<file path="config.mk">
export PLATFORM = sky130hd
export DESIGN_NAME = hera_front
export DESIGN_NICKNAME = d
export VERILOG_FILES = /design/src/hw/rtl/hera_pkg.sv /design/src/hw/rtl/hera_front.sv
export SDC_FILE = /design/constraint.sdc
export NUM_CORES = 1
export LEC_CHECK = 0
export BUFFER_PORTS_ARGS = -buffer_cell sky130_fd_sc_hd__clkbuf_2
export CORE_MARGIN = 4
export CORE_UTILIZATION = 40
export CTS_CLUSTER_SIZE = 14
export DETAILED_ROUTE_END_ITERATION = 10
export GPL_ROUTABILITY_DRIVEN = 0
export SETUP_SLACK_MARGIN = 0.15
export SYNTH_ARGS = -nofsm -noshare
export SYNTH_HDL_FRONTEND = slang
export SYNTH_SLANG_ARGS = --single-unit
</file>
<file path="constraint.sdc">
create_clock -name clk_i -period 3.5 [get_ports clk_i]
set_input_delay 0.175 -clock clk_i [delete_from_list [all_inputs] [get_ports clk_i]]
set_output_delay 0.175 -clock clk_i [all_outputs]
set_load 0.01 [all_outputs]
</file>
<file path="src/hw/rtl/hera_pkg.sv">
`default_nettype none
package hera_pkg;
  localparam int unsigned WordW = 31;
  localparam int unsigned IdxW = 4;
  localparam int unsigned NumWords = 16;

  typedef enum logic [1:0] {
    CmdLoad = 2'd0,
    CmdMixCol = 2'd1,
    CmdMixRow = 2'd2,
    CmdCube = 2'd3
  } cmd_e;

  typedef struct packed {
    logic [1:0] cmd;
    logic [IdxW-1:0] idx;
    logic [WordW-1:0] value;
  } hera_item_t;
endpackage
`default_nettype wire

</file>
<file path="src/hw/rtl/hera_front.sv">
`default_nettype none
// Command front end: two-entry queue of accepted commands.
module hera_front (
  input  wire logic                 clk_i,
  input  wire logic                 rst_ni,
  input  wire logic                 push_i,
  input  wire hera_pkg::hera_item_t item_i,
  output logic                      full_o,
  input  wire logic                 pop_i,
  output logic                      avail_o,
  output hera_pkg::hera_item_t      head_o
);
  import hera_pkg::*;

  hera_item_t mem_q [2];
  logic wp_q, rp_q;
  logic [1:0] cnt_q;

  always_ff @(posedge clk_i or negedge rst_ni) begin
    if (!rst_ni) begin
      wp_q <= 1'b0; rp_q <= 1'b0; cnt_q <= '0;
    end else begin
      if (push_i) wp_q <= ~wp_q;
      if (pop_i) rp_q <= ~rp_q;
      cnt_q <= cnt_q + {1'b0, push_i} - {1'b0, pop_i};
    end
  end
  always_ff @(posedge clk_i) begin
    if (push_i) mem_q[wp_q] <= item_i;
  end

  assign full_o = cnt_q[1];
  assign avail_o = cnt_q != 2'd0;
  assign head_o = mem_q[rp_q];
endmodule
`default_nettype wire

</file>
==> After elaboration in Yosys (flattened, before gate mapping) <==
Memories as Yosys holds them, arrays and structs flattened.
Index checks and enable logic that the tools add are counted.
Widths: inputs -> output; s select.
{ "totals": {"ff_bits": 4, "ramBits": 74, "input_bits": 41, "output_inout_bits": 39, "wordCells": 11, "mem_count": 1} }
{ "classes": {"add_sub_neg": 2, "muxes": 2, "n_bitwise": 2, "reduce_logical": 1} }
{ "mem_list": {"columns": ["name", "depth", "width", "read_ports", "rd_ports_with_merged_regs", "wr", "line_no", "text"], "rows": [
  ["mem_q", 2, 37, 1, 0, 1, "hera_front.sv:15", "hera_item_t mem_q [2];"]
]} }
{ "ops": {"columns": ["op", "n"], "rows": [
  ["$add 2x1->2", 1],
  ["$mux 1", 2],
  ["$not 1->1", 2],
  ["$reduce_bool 2->1", 1],
  ["$sub 2x1->2", 1]
]} }

==> Depth between registers and ports, before layout <==
{ "depth": {"word_depth": 2, "ltp_mapped": 5, "mapped_depth_nobuf": 5} }

==> Worst setup path before layout <==
No wires, ideal clock.
{ "synth_timing": {"kind": "register to register", "from": "register wp_q", "to": "memory mem_q[0][0] in the netlist's numbering (enable)", "arrival_ns": 2.061, "t_required_ns": 3.064, "slack_ns": 1.003, "stages_incl_launch_ff": 2, "path_buffers": 0, "synth_period_minus_slack_ns": 2.497, "path_cell_list": "dfrtp_1 nor2b_1"} }
{ "synth_rtl": {"columns": ["item", "line_no", "text"], "rows": [
  ["start, declared", "hera_front.sv:16", "logic wp_q, rp_q;"],
  ["start signal, assigned", "hera_front.sv:23", "if (push_i) wp_q <= ~wp_q;"],
  ["end, declared", "hera_front.sv:15", null]
]} }
Straight into the memory's write port.

==> run_results.csv <==
group,metric,value,unit
cells_and_area,antenna_cells,0,
worst_setup_path,crit_slowest_cell,"dfrtp_2",
timing,grt_setup_unrepaired,"false",
yosys,post-synth-top-count-cell,"edfxtp_1",
global_routing,grt_pass1_vias,1553,
routing,dr.pass1.iters,4,
yosys,yosys_warnings,0,
clock_network,clk_latency,0.34,ns
floorplan,num_io_pins,80,
routing,wl,4790,µm
cells_and_area,syn_to_final_growth,25.1,%
cells_and_area,nets,264,
routing,ant_nets,0,
yosys,synth_ff_type,"edfxtp_1",
run_status,status,"complete, no violations",
min_path,hold_path.class,"primary input to flip-flop",
worst_setup_path,crit_path_end_kind,"output pin",
place,numPortBuffers,79,
floorplan,die_h,93.8,µm
global_routing,grt_overflow,0,
timing,skew,0.00774,ns
yosys,synth_area_leader_cell,"edfxtp_1",
routing,wl_per_cell,14.7,µm
timing,min_period,2.16,ns
yosys,syn_avg_cell_area,22.8,µm²
power_and_ir_drop,power.total,2.82,mW
timing,fmax,0.464,GHz
yosys,syn_nets,172,
clock_network,clk_pin_slew,0.08,ns
routing,vias_per_cell,4.45,
clock_network,cts_made_buffers,9,
yosys,synth_common_cells,"edfxtp_1, mux2_4, mux2_2, dfrtp_1, buf_6",
worst_setup_path,cp-start-kind,"flip-flop",
routing,drt_iter0_drc,64,
worst_setup_path,crit_type,"flip-flop to output pin",
global_routing,grt_max_degree,39,
clock_network,cts_setup_buffers,0,
timing,setup_viol,0,
worst_setup_path,path_cells,"mux2_2 > clkbuf_2",
yosys,synth_seq_cells,78,
floorplan,fp-row-count,31,
worst_setup_path,critPathRequiredTime,3.32,ns
yosys,post_synth_num_cell_types,13,
floorplan,coreArea,7210,µm²
routing,dr_total_vias,1446,
power_and_ir_drop,pwr_density_cell,765,nW/µm²
timing,hold_viol_final,0,
yosys,synthTopCellsByArea,"edfxtp_1, mux2_4, mux2_2",
worst_setup_path,slowest_delay,1.08,ns
clock_network,clk_path_buf_depth,2,
floorplan,fp.dieW,93.8,µm
timing,setup-tns-final,0,ns
yosys,seq_area_frac_synth,78.8,%
clock_network,htreeDepth,3,
flow_run,max_cap_viol_count,0,
yosys,synth_edf_count,74,
timing,finalMaxSlewViolations,0,
timing,slew_headroom,26.6,%
yosys,syn_area,2950,µm²
clock_network,cts-root-buf,"clkbuf_8",
clock_network,cts.sinks,78,
routing,drc,0,
yosys,synthArstFlopShare,5.13,%
floorplan,fp.dieArea,8800,µm²
floorplan,start_util,40.8,%
power_and_ir_drop,peakVddDrop,0.000377,V
timing,fin_crit_sh,61.6,%
yosys,postSynthCellCount,129,
global_routing,antenna_found_initial,0,
yosys,synth_top_area_share,75.4,%
worst_setup_path,cp.arrival,1.98,ns
worst_setup_path,worst-path-max-fanout,38,
cells_and_area,layout-drive-gt1-share,59.7,%
global_routing,grt_usage,11.5,%
timing,worst_pin_slew,1.10,ns
clock_network,cts_tree,"done",
power_and_ir_drop,p_leak,1.48,nW
global_routing,grt_pass1_wl,7600,µm
-- cell families after synthesis --
logic type | Yosys count | share of synthesized area, %
simple gates | 3 | 0.638
buf+inv | 6 | 1.57
flops | 78 | 78.8
xor+xnor | 3 | 1.40
fa+ha+maj | 2 | 0.849
mux | 37 | 16.7
-- final timing paths --
check                                 startpoint                      to  slack [ns]  cells after the start
worst max-delay path            rp_q$_DFFE_PN0P_               head_o[6]        1.34                      2
worst min-delay path                  item_i[14]  mem_q[0][14]$_DFFE_PP_        0.03                      1
worst max register to register  wp_q$_DFFE_PN0P_   mem_q[0][6]$_DFFE_PP_        1.80                      1
worst min register to register  wp_q$_DFFE_PN0P_        wp_q$_DFFE_PN0P_        0.55                      1
max in group asynchronous                 rst_ni        rp_q$_DFFE_PN0P_        3.18                      2
min in group asynchronous                 rst_ni        wp_q$_DFFE_PN0P_        0.18                      2
-- state kept, by name, summed over array words and instances (netlist names) --
register and count:
rp_q 1, mem_q 74, cnt_q 2, wp_q 1
-- metrics by stage --
step,std cells,utilization (%),hold slack (ns),setup slack [ns],cell area [µm²]
after detailed placement,303,47.6,-0.00804,1.64,3440
after CTS,320,50.4,0.000776,1.27,3640
after global routing,325,51.1,0.00273,1.21,3690
after global placement,303,47.6,-0.0108,1.64,3440
final,325,51.1,0.0262,1.34,3690
after floorplan,129,-,-0.121,1.00,2950
-- critical path: cells and delay by family, from the launching register on --
family	cells	cell delay (ns)
buffers and inverters	1	0.13
muxes	1	0.43
DFF	1	1.08
-- cells in the final DEF (no fill, tap or decap) --
master,count
or2_2,1
clkbuf_8,9
ha_1,2
xor2_1,2
dfrtp_1,3
edfxtp_1,74
and2_2,1
nor2b_4,1
dlygate4sd3_1,6
bufinv_16,1
clkbuf_1,1
clkinvlp_4,3
mux2_2,17
xor3_1,1
mux2_4,20
dfrtp_2,1
clkinv_2,2
inv_1,2
clkbuf_2,79
-- where the power goes --
part           total [mW]  switching [mW]  internal [mW]  leakage [nW]
logic               0.784           0.339          0.445         0.647
clock network       0.637           0.310          0.327        0.0883
registers            1.40           0.156           1.24         0.740
-- final cells by class --
class,count,area (µm²)
multi-input cells,45,586
inverters,2,7.51
clock buffers,10,128
fillers,644,3530
repair buffers,85,455
clock inverters,6,62.6
flip-flops and latches,78,2320
well taps,99,124
-- timing repair --
item,4_1_cts,5_1_grt
hold endpoints to repair,4,9
gates resized for setup,0,0
hold buffers,1,5
endpoints found under the setup margin,0,0
-- routing by layer --
| layer | part of all wire (%) | track usage, % | wire [µm] |
|---|---|---|---|
| met1 | 45 | 14.7 | 2150 |
| met2 | 48 | 18.0 | 2310 |
| met3 | 6.0 | 4.49 | 287 |
| met5 | 0 | 0 | 0 |
| met4 | 0.84 | 3.97 | 40 |
Note: power is estimated with default switching activity, not from simulation.
